===== src/ufrb_pkg.sv =====
// ----------------------------------------------------------------------------
// ufrb_pkg
// Shared types, register codes and helper functions for the UART register
// block with transmit and receive byte FIFOs.
// ----------------------------------------------------------------------------
package ufrb_pkg;

    // FIFO sizes and reset value of the divisor.
    localparam int          TX_DEPTH  = 8;
    localparam int          RX_DEPTH  = 8;
    localparam logic [15:0] DIV_RESET = 16'd868;

    // Pointer and count widths follow from the FIFO depths.
    localparam int TX_PTR_W = (TX_DEPTH > 1) ? $clog2(TX_DEPTH) : 1;
    localparam int TX_CNT_W = $clog2(TX_DEPTH + 1);
    localparam int RX_PTR_W = (RX_DEPTH > 1) ? $clog2(RX_DEPTH) : 1;
    localparam int RX_CNT_W = $clog2(RX_DEPTH + 1);

    // Command queue between the front and the back.
    localparam int QUEUE_DEPTH = 2;
    localparam int Q_PTR_W     = (QUEUE_DEPTH > 1) ? $clog2(QUEUE_DEPTH) : 1;
    localparam int Q_CNT_W     = $clog2(QUEUE_DEPTH + 1);

    // Width used to compare FIFO counts against watermarks.
    localparam int WM_CMP_W = 8;

    // Packed control register: enable, nstop, three watermark bits.
    localparam int CTRL_W = 5;

    // Input function codes.
    localparam logic [1:0] FUNC_READ  = 2'd0;
    localparam logic [1:0] FUNC_WRITE = 2'd1;
    localparam logic [1:0] FUNC_RECV  = 2'd2;

    // Classified operations handed to the back end.
    localparam logic [1:0] OP_NOP   = 2'd0;
    localparam logic [1:0] OP_READ  = 2'd1;
    localparam logic [1:0] OP_WRITE = 2'd2;
    localparam logic [1:0] OP_RECV  = 2'd3;

    // Word register indexes.
    localparam logic [2:0] REG_TXDATA = 3'd0;
    localparam logic [2:0] REG_RXDATA = 3'd1;
    localparam logic [2:0] REG_TXCTRL = 3'd2;
    localparam logic [2:0] REG_RXCTRL = 3'd3;
    localparam logic [2:0] REG_IE     = 3'd4;
    localparam logic [2:0] REG_IP     = 3'd5;
    localparam logic [2:0] REG_DIV    = 3'd6;

    // Result kinds.
    localparam logic KIND_RESP = 1'b0;
    localparam logic KIND_TX   = 1'b1;

    // Flag in bit 31 of txdata (full) and rxdata (empty) reads.
    localparam logic [31:0] BUS_FLAG = 32'h8000_0000;

    typedef struct packed {
        logic [1:0]  func;
        logic [2:0]  reg_index;
        logic [31:0] write_data;
        logic [7:0]  rx_byte;
    } item_t;

    typedef struct packed {
        logic        kind;
        logic [31:0] read_data;
        logic [7:0]  tx_byte;
        logic        tx_irq;
        logic        rx_irq;
        logic        last;
    } result_t;

    typedef struct packed {
        logic [1:0]  op;
        logic [2:0]  reg_index;
        logic [31:0] data;
    } cmd_t;

    // Control register as it appears on the bus.
    function automatic logic [31:0] ctrl_to_bus(input logic [CTRL_W-1:0] c);
        return {13'd0, c[4:2], 14'd0, c[1:0]};
    endfunction

    // Bus value to packed control register.
    function automatic logic [CTRL_W-1:0] bus_to_ctrl(input logic [31:0] v);
        return {v[18:16], v[1:0]};
    endfunction

    // Watermark pending bits: bit 0 transmit, bit 1 receive.
    function automatic logic [1:0] irq_pending(input logic [TX_CNT_W-1:0] tx_cnt,
                                               input logic [RX_CNT_W-1:0] rx_cnt,
                                               input logic [CTRL_W-1:0]   tx_ctl,
                                               input logic [CTRL_W-1:0]   rx_ctl);
        logic [WM_CMP_W-1:0] tx_c;
        logic [WM_CMP_W-1:0] rx_c;
        logic [WM_CMP_W-1:0] tx_w;
        logic [WM_CMP_W-1:0] rx_w;
        tx_c = WM_CMP_W'(tx_cnt);
        rx_c = WM_CMP_W'(rx_cnt);
        tx_w = WM_CMP_W'(tx_ctl[4:2]);
        rx_w = WM_CMP_W'(rx_ctl[4:2]);
        return {(rx_c > rx_w), (tx_c < tx_w)};
    endfunction

    // Circular pointer steps with wrap at the depth.
    function automatic logic [TX_PTR_W-1:0] tx_ptr_inc(input logic [TX_PTR_W-1:0] p);
        return (p == TX_PTR_W'(TX_DEPTH - 1)) ? '0 : p + TX_PTR_W'(1);
    endfunction

    function automatic logic [RX_PTR_W-1:0] rx_ptr_inc(input logic [RX_PTR_W-1:0] p);
        return (p == RX_PTR_W'(RX_DEPTH - 1)) ? '0 : p + RX_PTR_W'(1);
    endfunction

    function automatic logic [Q_PTR_W-1:0] q_ptr_inc(input logic [Q_PTR_W-1:0] p);
        return (p == Q_PTR_W'(QUEUE_DEPTH - 1)) ? '0 : p + Q_PTR_W'(1);
    endfunction

endpackage


===== src/ufrb_front.sv =====
// ----------------------------------------------------------------------------
// ufrb_front
// Accepts input items and classifies them into commands for the back end.
// ----------------------------------------------------------------------------
module ufrb_front (
    input  logic           req_valid,
    output logic           req_stall,
    input  ufrb_pkg::item_t req,
    output logic           cmd_valid,
    input  logic           cmd_stall,
    output ufrb_pkg::cmd_t cmd
);
    import ufrb_pkg::*;

    logic [1:0] op;

    // Map the function code to an operation; the unused code does nothing.
    always_comb
    begin
        unique case (req.func)
            FUNC_READ:  op = OP_READ;
            FUNC_WRITE: op = OP_WRITE;
            FUNC_RECV:  op = OP_RECV;
            default:    op = OP_NOP;
        endcase
    end

    // A received byte travels in the low bits of the data word.
    always_comb
    begin
        cmd.op        = op;
        cmd.reg_index = req.reg_index;
        cmd.data      = (op == OP_RECV) ? {24'd0, req.rx_byte} : req.write_data;
    end

    assign cmd_valid = req_valid;
    assign req_stall = cmd_stall;

endmodule


===== src/ufrb_queue.sv =====
// ----------------------------------------------------------------------------
// ufrb_queue
// Short command queue that decouples the front end from the back end.
// ----------------------------------------------------------------------------
module ufrb_queue (
    input  logic           clk,
    input  logic           rst_n,
    input  logic           push_valid,
    output logic           push_stall,
    input  ufrb_pkg::cmd_t push_cmd,
    output logic           pop_valid,
    input  logic           pop_stall,
    output ufrb_pkg::cmd_t pop_cmd
);
    import ufrb_pkg::*;

    cmd_t               entry_reg [QUEUE_DEPTH];
    logic [Q_PTR_W-1:0] wr_ptr_reg;
    logic [Q_PTR_W-1:0] wr_ptr_next;
    logic [Q_PTR_W-1:0] rd_ptr_reg;
    logic [Q_PTR_W-1:0] rd_ptr_next;
    logic [Q_CNT_W-1:0] count_reg;
    logic [Q_CNT_W-1:0] count_next;
    logic               push_ok;
    logic               pop_ok;

    assign push_stall = (count_reg == Q_CNT_W'(QUEUE_DEPTH));
    assign pop_valid  = (count_reg != '0);
    assign pop_cmd    = entry_reg[rd_ptr_reg];
    assign push_ok    = push_valid && !push_stall;
    assign pop_ok     = pop_valid && !pop_stall;

    // Pointer and count updates.
    always_comb
    begin
        wr_ptr_next = push_ok ? q_ptr_inc(wr_ptr_reg) : wr_ptr_reg;
        rd_ptr_next = pop_ok ? q_ptr_inc(rd_ptr_reg) : rd_ptr_reg;
        count_next  = count_reg;
        if (push_ok && !pop_ok)
        begin
            count_next = count_reg + Q_CNT_W'(1);
        end
        else if (pop_ok && !push_ok)
        begin
            count_next = count_reg - Q_CNT_W'(1);
        end
    end

    always_ff @(posedge clk or negedge rst_n)
    begin
        if (!rst_n)
        begin
            wr_ptr_reg <= '0;
            rd_ptr_reg <= '0;
            count_reg  <= '0;
        end
        else
        begin
            wr_ptr_reg <= wr_ptr_next;
            rd_ptr_reg <= rd_ptr_next;
            count_reg  <= count_next;
        end
    end

    // Entry storage.
    always_ff @(posedge clk)
    begin
        if (push_ok)
        begin
            entry_reg[wr_ptr_reg] <= push_cmd;
        end
    end

endmodule


===== src/ufrb_back.sv =====
// ----------------------------------------------------------------------------
// ufrb_back
// Carries out commands: register file, transmit and receive FIFOs, the
// transmit drain sequence and the result register.
// ----------------------------------------------------------------------------
module ufrb_back (
    input  logic              clk,
    input  logic              rst_n,
    input  logic              cmd_valid,
    output logic              cmd_stall,
    input  ufrb_pkg::cmd_t    cmd,
    output logic              rsp_valid,
    input  logic              rsp_stall,
    output ufrb_pkg::result_t rsp
);
    import ufrb_pkg::*;

    localparam logic [1:0] S_IDLE  = 2'd0;
    localparam logic [1:0] S_DRAIN = 2'd1;
    localparam logic [1:0] S_RESP  = 2'd2;

    logic [1:0]          state_reg;
    logic [1:0]          state_next;

    // FIFO storage and pointers.
    logic [7:0]          tx_store_reg [TX_DEPTH];
    logic [7:0]          rx_store_reg [RX_DEPTH];
    logic [TX_PTR_W-1:0] tx_head_reg;
    logic [TX_PTR_W-1:0] tx_head_next;
    logic [TX_PTR_W-1:0] tx_tail_reg;
    logic [TX_PTR_W-1:0] tx_tail_next;
    logic [TX_CNT_W-1:0] tx_count_reg;
    logic [TX_CNT_W-1:0] tx_count_next;
    logic [RX_PTR_W-1:0] rx_head_reg;
    logic [RX_PTR_W-1:0] rx_head_next;
    logic [RX_PTR_W-1:0] rx_tail_reg;
    logic [RX_PTR_W-1:0] rx_tail_next;
    logic [RX_CNT_W-1:0] rx_count_reg;
    logic [RX_CNT_W-1:0] rx_count_next;

    // Configuration registers.
    logic [CTRL_W-1:0]   tx_ctrl_reg;
    logic [CTRL_W-1:0]   tx_ctrl_next;
    logic [CTRL_W-1:0]   rx_ctrl_reg;
    logic [CTRL_W-1:0]   rx_ctrl_next;
    logic [1:0]          ie_reg;
    logic [1:0]          ie_next;
    logic [15:0]         div_reg;
    logic [15:0]         div_next;

    // Result register.
    logic                rsp_valid_reg;
    logic                rsp_valid_next;
    result_t             rsp_reg;
    result_t             rsp_next;

    logic                out_free;
    logic                take;
    logic                is_read;
    logic                is_write;
    logic                is_recv;
    logic                tx_full;
    logic                tx_push;
    logic                rx_push;
    logic                rx_pop;
    logic                drain_req;
    logic [TX_CNT_W-1:0] tx_count_new;
    logic [RX_CNT_W-1:0] rx_count_new;
    logic [CTRL_W-1:0]   tx_ctrl_new;
    logic [CTRL_W-1:0]   rx_ctrl_new;
    logic [1:0]          ie_new;
    logic [31:0]         rd;
    logic [TX_CNT_W-1:0] tx_count_dec;

    assign out_free  = !rsp_valid_reg || !rsp_stall;
    assign cmd_stall = !((state_reg == S_IDLE) && out_free);
    assign take      = cmd_valid && !cmd_stall;
    assign rsp_valid = rsp_valid_reg;
    assign rsp       = rsp_reg;

    // Classify the command at the head of the queue.
    assign is_read  = (cmd.op == OP_READ);
    assign is_write = (cmd.op == OP_WRITE);
    assign is_recv  = (cmd.op == OP_RECV);
    assign tx_full  = (tx_count_reg == TX_CNT_W'(TX_DEPTH));
    assign tx_push  = is_write && (cmd.reg_index == REG_TXDATA) && !tx_full;
    assign rx_push  = is_recv && rx_ctrl_reg[0] && (rx_count_reg != RX_CNT_W'(RX_DEPTH));
    assign rx_pop   = is_read && (cmd.reg_index == REG_RXDATA) && rx_ctrl_reg[0]
                      && (rx_count_reg != '0);

    // State as it stands once the command has been applied.
    always_comb
    begin
        tx_count_new = tx_push ? tx_count_reg + TX_CNT_W'(1) : tx_count_reg;
        rx_count_new = rx_count_reg;
        if (rx_push)
        begin
            rx_count_new = rx_count_reg + RX_CNT_W'(1);
        end
        else if (rx_pop)
        begin
            rx_count_new = rx_count_reg - RX_CNT_W'(1);
        end
        tx_ctrl_new = (is_write && (cmd.reg_index == REG_TXCTRL))
                      ? bus_to_ctrl(cmd.data) : tx_ctrl_reg;
        rx_ctrl_new = (is_write && (cmd.reg_index == REG_RXCTRL))
                      ? bus_to_ctrl(cmd.data) : rx_ctrl_reg;
        ie_new      = (is_write && (cmd.reg_index == REG_IE)) ? cmd.data[1:0] : ie_reg;
        drain_req   = is_write
                      && ((cmd.reg_index == REG_TXDATA) || (cmd.reg_index == REG_TXCTRL))
                      && tx_ctrl_new[0] && (tx_count_new != '0);
    end

    // Bus read data, taken from the state before the command.
    always_comb
    begin
        rd = '0;
        if (is_read)
        begin
            unique case (cmd.reg_index)
                REG_TXDATA: rd = tx_full ? BUS_FLAG : 32'd0;
                REG_RXDATA: rd = rx_pop ? {24'd0, rx_store_reg[rx_head_reg]} : BUS_FLAG;
                REG_TXCTRL: rd = ctrl_to_bus(tx_ctrl_reg);
                REG_RXCTRL: rd = ctrl_to_bus(rx_ctrl_reg);
                REG_IE:     rd = {30'd0, ie_reg};
                REG_IP:     rd = {30'd0, irq_pending(tx_count_reg, rx_count_reg,
                                                     tx_ctrl_reg, rx_ctrl_reg)};
                REG_DIV:    rd = {16'd0, div_reg};
                default:    rd = 32'd0;
            endcase
        end
    end

    assign tx_count_dec = tx_count_reg - TX_CNT_W'(1);

    // Sequencer: apply a command, drain transmit bytes, send the response.
    always_comb
    begin
        state_next     = state_reg;
        tx_head_next   = tx_head_reg;
        tx_tail_next   = tx_tail_reg;
        tx_count_next  = tx_count_reg;
        rx_head_next   = rx_head_reg;
        rx_tail_next   = rx_tail_reg;
        rx_count_next  = rx_count_reg;
        tx_ctrl_next   = tx_ctrl_reg;
        rx_ctrl_next   = rx_ctrl_reg;
        ie_next        = ie_reg;
        div_next       = div_reg;
        rsp_valid_next = rsp_valid_reg && rsp_stall;
        rsp_next       = rsp_reg;
        unique case (state_reg)
            S_IDLE:
            begin
                if (take)
                begin
                    tx_count_next = tx_count_new;
                    rx_count_next = rx_count_new;
                    tx_ctrl_next  = tx_ctrl_new;
                    rx_ctrl_next  = rx_ctrl_new;
                    ie_next       = ie_new;
                    if (tx_push)
                    begin
                        tx_tail_next = tx_ptr_inc(tx_tail_reg);
                    end
                    if (rx_push)
                    begin
                        rx_tail_next = rx_ptr_inc(rx_tail_reg);
                    end
                    if (rx_pop)
                    begin
                        rx_head_next = rx_ptr_inc(rx_head_reg);
                    end
                    if (is_write && (cmd.reg_index == REG_DIV))
                    begin
                        div_next = cmd.data[15:0];
                    end
                    if (drain_req)
                    begin
                        state_next = S_DRAIN;
                    end
                    else
                    begin
                        rsp_valid_next     = 1'b1;
                        rsp_next.kind      = KIND_RESP;
                        rsp_next.read_data = rd;
                        rsp_next.tx_byte   = 8'd0;
                        {rsp_next.rx_irq, rsp_next.tx_irq} =
                            irq_pending(tx_count_new, rx_count_new, tx_ctrl_new, rx_ctrl_new)
                            & ie_new;
                        rsp_next.last      = 1'b1;
                    end
                end
            end
            S_DRAIN:
            begin
                if (out_free)
                begin
                    tx_head_next       = tx_ptr_inc(tx_head_reg);
                    tx_count_next      = tx_count_dec;
                    rsp_valid_next     = 1'b1;
                    rsp_next.kind      = KIND_TX;
                    rsp_next.read_data = 32'd0;
                    rsp_next.tx_byte   = tx_store_reg[tx_head_reg];
                    {rsp_next.rx_irq, rsp_next.tx_irq} =
                        irq_pending(tx_count_dec, rx_count_reg, tx_ctrl_reg, rx_ctrl_reg)
                        & ie_reg;
                    rsp_next.last      = 1'b0;
                    if (tx_count_dec == '0)
                    begin
                        state_next = S_RESP;
                    end
                end
            end
            S_RESP:
            begin
                if (out_free)
                begin
                    rsp_valid_next     = 1'b1;
                    rsp_next.kind      = KIND_RESP;
                    rsp_next.read_data = 32'd0;
                    rsp_next.tx_byte   = 8'd0;
                    {rsp_next.rx_irq, rsp_next.tx_irq} =
                        irq_pending(tx_count_reg, rx_count_reg, tx_ctrl_reg, rx_ctrl_reg)
                        & ie_reg;
                    rsp_next.last      = 1'b1;
                    state_next         = S_IDLE;
                end
            end
            default:
            begin
                state_next = S_IDLE;
            end
        endcase
    end

    // Control state.
    always_ff @(posedge clk or negedge rst_n)
    begin
        if (!rst_n)
        begin
            state_reg     <= S_IDLE;
            tx_head_reg   <= '0;
            tx_tail_reg   <= '0;
            tx_count_reg  <= '0;
            rx_head_reg   <= '0;
            rx_tail_reg   <= '0;
            rx_count_reg  <= '0;
            tx_ctrl_reg   <= '0;
            rx_ctrl_reg   <= '0;
            ie_reg        <= '0;
            div_reg       <= DIV_RESET;
            rsp_valid_reg <= 1'b0;
        end
        else
        begin
            state_reg     <= state_next;
            tx_head_reg   <= tx_head_next;
            tx_tail_reg   <= tx_tail_next;
            tx_count_reg  <= tx_count_next;
            rx_head_reg   <= rx_head_next;
            rx_tail_reg   <= rx_tail_next;
            rx_count_reg  <= rx_count_next;
            tx_ctrl_reg   <= tx_ctrl_next;
            rx_ctrl_reg   <= rx_ctrl_next;
            ie_reg        <= ie_next;
            div_reg       <= div_next;
            rsp_valid_reg <= rsp_valid_next;
        end
    end

    // Result payload and FIFO storage.
    always_ff @(posedge clk)
    begin
        rsp_reg <= rsp_next;
        if (take && tx_push)
        begin
            tx_store_reg[tx_tail_reg] <= cmd.data[7:0];
        end
        if (take && rx_push)
        begin
            rx_store_reg[rx_tail_reg] <= cmd.data[7:0];
        end
    end

endmodule


===== src/uart_fifo_register_block_core.sv =====
// ----------------------------------------------------------------------------
// uart_fifo_register_block_core
// Register view of a UART with transmit and receive byte FIFOs.
// ----------------------------------------------------------------------------
// Each item is a bus read, a bus write or a received serial byte. Every item
// produces one access response (last set); a transmit data or transmit
// control write with transmit enabled first produces one result per byte
// drained from the transmit FIFO, in FIFO order. An item passes the front
// end and a two-entry command queue; once the back end takes it, its
// response is registered in the result register. With the result side free
// and no drain in progress, the back end takes one item per cycle. A write
// that drains the transmit FIFO holds the back end while it applies the
// write, emits one result per transmitted byte and then sends the response;
// a stall on the result side holds each of these steps.
module uart_fifo_register_block_core (
    input  logic              clk,
    input  logic              rst_n,
    input  logic              req_valid,
    output logic              req_stall,
    input  ufrb_pkg::item_t   req,
    output logic              rsp_valid,
    input  logic              rsp_stall,
    output ufrb_pkg::result_t rsp
);
    import ufrb_pkg::*;

    logic cmd_valid;
    logic cmd_stall;
    cmd_t cmd;
    logic q_valid;
    logic q_stall;
    cmd_t q_cmd;

    // Accept and classify.
    ufrb_front u_front (
        .req_valid (req_valid),
        .req_stall (req_stall),
        .req       (req),
        .cmd_valid (cmd_valid),
        .cmd_stall (cmd_stall),
        .cmd       (cmd)
    );

    // Decoupling queue.
    ufrb_queue u_queue (
        .clk        (clk),
        .rst_n      (rst_n),
        .push_valid (cmd_valid),
        .push_stall (cmd_stall),
        .push_cmd   (cmd),
        .pop_valid  (q_valid),
        .pop_stall  (q_stall),
        .pop_cmd    (q_cmd)
    );

    // Execute and emit results.
    ufrb_back u_back (
        .clk       (clk),
        .rst_n     (rst_n),
        .cmd_valid (q_valid),
        .cmd_stall (q_stall),
        .cmd       (q_cmd),
        .rsp_valid (rsp_valid),
        .rsp_stall (rsp_stall),
        .rsp       (rsp)
    );

endmodule

===== config.mk =====
export PLATFORM = sky130hd
export DESIGN_NAME = uart_fifo_register_block_core
export DESIGN_NICKNAME = d
export VERILOG_FILES = /design/src/ufrb_pkg.sv /design/src/ufrb_front.sv /design/src/ufrb_queue.sv /design/src/ufrb_back.sv /design/src/uart_fifo_register_block_core.sv
export SDC_FILE = /design/constraint.sdc
export NUM_CORES = 1
export LEC_CHECK = 0
export ABC_AREA = 0
export BUFFER_PORTS_ARGS = -buffer_cell sky130_fd_sc_hd__buf_4
export CORE_ASPECT_RATIO = 1.1
export CORE_MARGIN = 2
export CORE_UTILIZATION = 46
export CTS_BUF_LIST = sky130_fd_sc_hd__clkbuf_4
export DETAILED_ROUTE_END_ITERATION = 12
export SYNTH_ARGS = -nofsm -noshare
export SYNTH_HDL_FRONTEND = slang
export SYNTH_SLANG_ARGS = --single-unit

===== constraint.sdc =====
create_clock -name clk -period 4.33 [get_ports clk]
set_clock_uncertainty 0.2 [all_clocks]
set_input_delay 0.866 -clock clk [delete_from_list [all_inputs] [get_ports clk]]
set_output_delay 0.866 -clock clk [all_outputs]
set_load 0.02 [all_outputs]

== After elaboration in Yosys (flattened, before gate mapping) ==
Memory sizes are Yosys's and may differ from the RTL's.
Index checks and enable logic that the tools add are counted.

* Bits in registers: 99
* Bits in latches: 0
* Bits in writable memories: 202
* Bits in read-only memories: 0
* Input bits: 49
* Logic and storage cells: 169
* Memories: 3

* $add $sub $neg: 12
* Multiply operators: 0
* Divide/modulo/power cells: 0
* $lt $le $gt $ge: 5
* Equality and inequality tests: 27
* Shifts and indexed selects: 0
* Mux-type cells: 44
* Bitwise gates (word level): 3
* Reductions and logical operators: 52

{| class="wikitable"
|+ Memory list
! name !! depth !! width !! read ports !! clocked after memory_dff !! write ports !! RTL line !! RTL
|-
| u_queue.entry_reg || 2 || 37 || 1 || 0 || 1 || ufrb_queue.sv:17 || <nowiki>cmd_t entry_reg [QUEUE_DEPTH];</nowiki>
|-
| u_back.rx_store_reg || 8 || 8 || 1 || 0 || 1 || ufrb_back.sv:27 || <nowiki>logic [7:0] rx_store_reg [RX_DEPTH];</nowiki>
|-
| u_back.tx_store_reg || 8 || 8 || 1 || 0 || 1 || ufrb_back.sv:26 || <nowiki>logic [7:0] tx_store_reg [TX_DEPTH];</nowiki>
|}

{| class="wikitable"
|+ Operator list
! operator !! number
|-
| $pmux 32 s7 || 1
|-
| $mux 44 || 4
|-
| $pmux 44 s3 || 1
|-
| $mux 32 || 4
|-
| $logic_and 1x1->1 || 22
|-
| $eq 3x3->1 const B || 7
|-
| $reduce_and 3->1 || 7
|-
| $mux 4 || 5
|-
| $mux 2 || 8
|-
| $add 3x1->3 const B || 4
|-
| $eq 2x2->1 const B || 6
|-
| $lt 4x3->1 || 3
|-
| $mux 3 || 4
|-
| $pmux 2 s3 || 2
|-
| $mux 1 || 11
|-
| $mux 5 || 2
|-
| $ne 2x1->1 const B || 5
|-
| $reduce_and 5->1 || 2
|-
| $add 4x1->4 const B || 2
|-
| $gt 4x3->1 || 2
|-
| $pmux 4 s2 || 1
|-
| $reduce_bool 4->1 || 2
|-
| $sub 4x1->4 const B || 2
|-
| $and 2x2->2 || 3
|-
| 19 further kinds || 33
|}

== Depth between registers and ports, before layout ==
An unclocked memory read counts as a cell.

* Depth in word-level cells: 12
* Gate-level depth with buffers: 14
* Gate-level depth less buffers: 13

== Hierarchy ==
Synthesis repeated with hierarchy kept, for this count alone.

* Cells, all modules: 812
* Area total of the unflattened synthesis: 12797.3 um^2

{| class="wikitable"
|+ By module, submodules not included
! module !! instances !! cells an instance !! area an instance (um^2) !! sequential area each (um^2)
|-
| ufrb_back || 1 || 632 || 9464.1 || 6087.1
|-
| ufrb_queue || 1 || 134 || 2955.3 || 2322.2
|-
| ufrb_front || 1 || 46 || 377.9 || 0.0
|}

== Least setup slack after synthesis ==
No wires, ideal clock.

* Kind: reg-to-reg
* From: reg u_back.tx_count_reg[0]
* To: reg u_back.rsp_reg (netlist bit u_back.rsp[0]), enable pin
* Arrival time: 2.549 ns
* Required time: 3.743 ns
* Slack: 1.194 ns
* Stages on the path, launching flop included: 10
* Buffers on the path: 1
* Cells stage by stage: dfrtp_1 clkbuf_1 inv_1 ha_1 nand3b_1 o221a_2 mux2i_1 or2_1 o21ai_1 o211a_1

* Word-level cells in the longest chain between the ends: 8
* Elaborated cells between the ends (all ways): 9

{| class="wikitable"
|+ Ends and longest elaborated chain
! item !! RTL line !! RTL
|-
| start, declared || ufrb_back.sv:32 || <nowiki>logic [TX_CNT_W-1:0] tx_count_reg;</nowiki>
|-
| start signal, assigned || ufrb_back.sv:260 || <nowiki>tx_count_reg <= tx_count_next;</nowiki>
|-
| branches (longest 3 deep; another with $add 4x1->4) || n/a ||
|-
| $mux 4 (*) || ufrb_back.sv:94 || <nowiki>tx_count_new = tx_push ? tx_count_reg + TX_CNT_W'(1) : tx_count_reg;</nowiki>
|-
| $reduce_bool 4->1 (*) || ufrb_back.sv:111 || <nowiki>&& tx_ctrl_new[0] && (tx_count_new != '0);</nowiki>
|-
| $logic_and 1x1->1 (*) || ufrb_back.sv:111 ||
|-
| $ne 2x2->1 (no line) (*) || n/a ||
|-
| $reduce_and 5->1 (no line) (*) || n/a ||
|-
| end signal, assigned || ufrb_back.sv:275 || <nowiki>rsp_reg <= rsp_next;</nowiki>
|-
| end, declared || ufrb_back.sv:54 || <nowiki>result_t rsp_reg;</nowiki>
|}

Mark *: on every way between the ends.
A chain may end at the register's enable or synchronous reset.

==> impl_metrics.env <==
export IMPL_fill_cells=2036
export IMPL_synth_top_family_by_area="multiplexers"
export IMPL_cts_hold_fix_buffers=0
export IMPL_post_synth_xor_area_fraction=0.00983
export IMPL_p_per_area_mw_per_mm2=660
export IMPL_rr_worst_depth=10
export IMPL_clk_latency_ns=0.65
export IMPL_p_comb_frac=0.301
export IMPL_place_ws_ns=0.962
export IMPL_hpwl_um=15900
export IMPL_ys_types=67
export IMPL_synth_cell_area_mm2=0.0116
export IMPL_ys_ff_latch=263
export IMPL_synth_most_common_cell="edfxtp_1"
export IMPL_swShare=0.331
export IMPL_setup_tns_ns=0
export IMPL_track_usage=0.188
export IMPL_p_clk_frac=0.261
export IMPL_postLayoutCellArea_mm2=0.0134
export IMPL_max_freq_mhz=293
export IMPL_antenna_found_initial=1
export IMPL_first_pass_iters=5
export IMPL_end_kind="register"
export IMPL_drtAntennaViolNets=0
export IMPL_drive_gt1_frac=0.320
export IMPL_routed_via_density=5.41
export IMPL_grt_max_degree=56
export IMPL_nets=976
export IMPL_status="finished clean"
export IMPL_rsz0062_at_grt="false"
export IMPL_min_path_type="in -> async"
export IMPL_power_internal_mw=5.93
export IMPL_muxShareOfSynthArea=0.129
export IMPL_syn_inst=763
export IMPL_via_count=6804
export IMPL_hold_viol_final=0
export IMPL_coreArea_mm2=0.0246
export IMPL_first_global_vias=7151
export IMPL_ys_warnings_count=0
export IMPL_die_x_um=155
export IMPL_cts_setup_buffers=0
export IMPL_crit_slowest_cell="dfrtp_1"
export IMPL_r2r_start="u_queue.rd_ptr_reg"
export IMPL_r2r_setup_slack_ns=0.92
export IMPL_grt_ovfl_total=0
export IMPL_synth_top_cell_area_share=0.539
export IMPL_leakage_nw=5.14
export IMPL_dieArea_mm2=0.0265
export IMPL_clock_sinks=263
export IMPL_drc_errors=0
export IMPL_drv_cap=0
export IMPL_placed_cell_area_mm2=0.0125
export IMPL_cp_max_fo=17
export IMPL_critPathMaxStageDelay_ns=0.77
export IMPL_pwr_share_seq=0.438
export IMPL_drt_wl_total_um=24000
export IMPL_slew_viol_final=0
export IMPL_cts_buffer_depth=3
export IMPL_wl_per_cell_um=19.1
export IMPL_maxSlewHeadroom=0.262
export IMPL_seq_area_frac_synth=0.658
export IMPL_arrival_ns=3.59
export IMPL_cts_made_buffers=67
export IMPL_place_gp_congestion=0.882
export IMPL_syn_area_per_cell_um2=15.2
export IMPL_synth_fa_ha_area_frac=0.0356
export IMPL_fin_ws_ns=0.916
export IMPL_area_delta_synth_final_pct=16.0
export IMPL_num_rows=60
export IMPL_path_class="reg -> reg"
export IMPL_drt_iter0_drc=342
export IMPL_finalSetupViolCount=0
export IMPL_required_ns=4.50
export IMPL_finalCriticalPeriod_ns=3.41
export IMPL_worstMarginPinSlew_ns=1.11
export IMPL_portBuffers=69
export IMPL_start_util=0.471
export IMPL_regToRegEndpoint="u_back.rsp[1]"
export IMPL_synth_area_top_cells="edfxtp_1 54%, dfrtp_1 11%, mux4_2 6.2%"
export IMPL_htree_levels=3
export IMPL_die_h_um=170
export IMPL_power_switching_mw=2.94
export IMPL_synthSimpleGateAreaFrac=0.0798
export IMPL_ys_flop_type="edfxtp_1"
export IMPL_cts_resized_gates=0
export IMPL_cp_start_kind="register"
export IMPL_synth_largest_area_cell="edfxtp_1"
export IMPL_timing_final_crit_share=0.788
export IMPL_cts_root_buf="clkbuf_4"
export IMPL_cp_cell_sequence="mux2_2, nor2_1, nand2_1, mux2i_1, ha_1, nor2b_1, o21a_1, o21ai_0, a211o_1, o31ai_1"
export IMPL_yosys_top_cells_count="208 x edfxtp_1, 55 x nand2_1, 50 x dfrtp_1, 45 x nor2_1, 40 x mux2_2"
export IMPL_synth_compound_area_frac=0.0605
export IMPL_io_pins=95
export IMPL_synth_edf_count=208
export IMPL_grt_pass1_wl_um=38300
export IMPL_path_clk_slew_ns=0.06
export IMPL_ir_worst_vdd_uv=281
export IMPL_cts_tree="done"
export IMPL_async_reset_ff_frac=0.209
[power groups by stage]
stage	clock network (mW)	registers, mW	logic [mW]
floorplan	0	3.89	1.81
detailed placement	0	3.94	2.68
finish	2.31	3.88	2.67
CTS	2.39	3.89	2.70
global route	2.53	3.96	2.95
global placement	0	3.91	2.61
[per-stage QoR]
stage,cells,utilization,hold WS (ns),power [mW]
CTS,1257,0.546,0.0849,8.98
floorplan,774,-,0.242,5.70
detailed placement,1135,0.507,0.266,6.62
global route,1258,0.546,0.106,9.43
global placement,1135,0.507,0.258,6.52
finish,1258,0.546,0.0885,8.87
[worst max-delay path by stage]
stage	to	depth (start not counted)	slack (ns)	startpoint
after floorplan	u_back.rsp[0]	9	1.19	u_back.tx_count_reg[0]
after global placement	u_back.rsp[1]	11	0.97	u_queue.rd_ptr_reg
after detailed placement	u_back.rsp[1]	10	0.96	u_queue.rd_ptr_reg
after CTS	u_back.rsp[1]	10	0.96	u_queue.rd_ptr_reg
after global routing	u_back.rsp[1]	11	0.61	u_queue.rd_ptr_reg
final	u_back.rsp[1]	10	0.92	u_queue.rd_ptr_reg
[logic make-up after synthesis]
family | after synthesis
AO/OA/AOI/OAI | 103
AND/OR/NAND/NOR | 184
buffers and inverters | 63
flip-flops | 263
adder cells (fa/ha/maj) | 33
XOR/XNOR | 13
multiplexers | 103
other | 1
[layer usage]
metal  GRT usage  share of wire  vias to the layer above
met5           0              0                        -
met4      0.0630          0.018                        0
met3      0.0466          0.056                       36
met2       0.306           0.48                      222
met1       0.249           0.45                     3359
li1            -              -                     3187
[worst max-delay path, delay by kind of cell, from the launching register on]
family | cells | cell delay, ns
simple gates | 3 | 0.74
fa+ha+maj | 1 | 0.31
mux | 2 | 0.64
compound gates | 4 | 0.50
flops | 1 | 0.77
[placed cells by master (no fill, tap or decap), types with 9 or more instances in the layout]
| cell type | n |
|---|---|
| a21oi_1 | 18 |
| a22oi_1 | 9 |
| and2_1 | 10 |
| buf_4 | 90 |
| clkbuf_4 | 112 |
| conb_1 | 12 |
| dfrtp_1 | 50 |
| edfxtp_1 | 208 |
| ha_1 | 33 |
| inv_1 | 24 |
| mux2_2 | 40 |
| mux2i_1 | 29 |
| mux4_2 | 32 |
| nand2_1 | 55 |
| nand2b_1 | 10 |
| nand3_1 | 12 |
| nor2_1 | 44 |
| nor2b_1 | 14 |
| nor3_1 | 10 |
| o21ai_0 | 27 |
| xnor2_1 | 9 |
[area by class of cell]
cell class                      instances  area (um^2)  area share
Inverter                               24         90.1     0.00670
Clock inverter                         10          121     0.00903
Tap cell                              310          388      0.0288
Antenna cell                            1         2.50    0.000186
Sequential cell                       263         7630       0.567
Multi-Input combinational cell        448         3700       0.275
Clock buffer                          112          841      0.0625
Timing Repair Buffer                   90          676      0.0503
(Power assumes the default switching activity.)
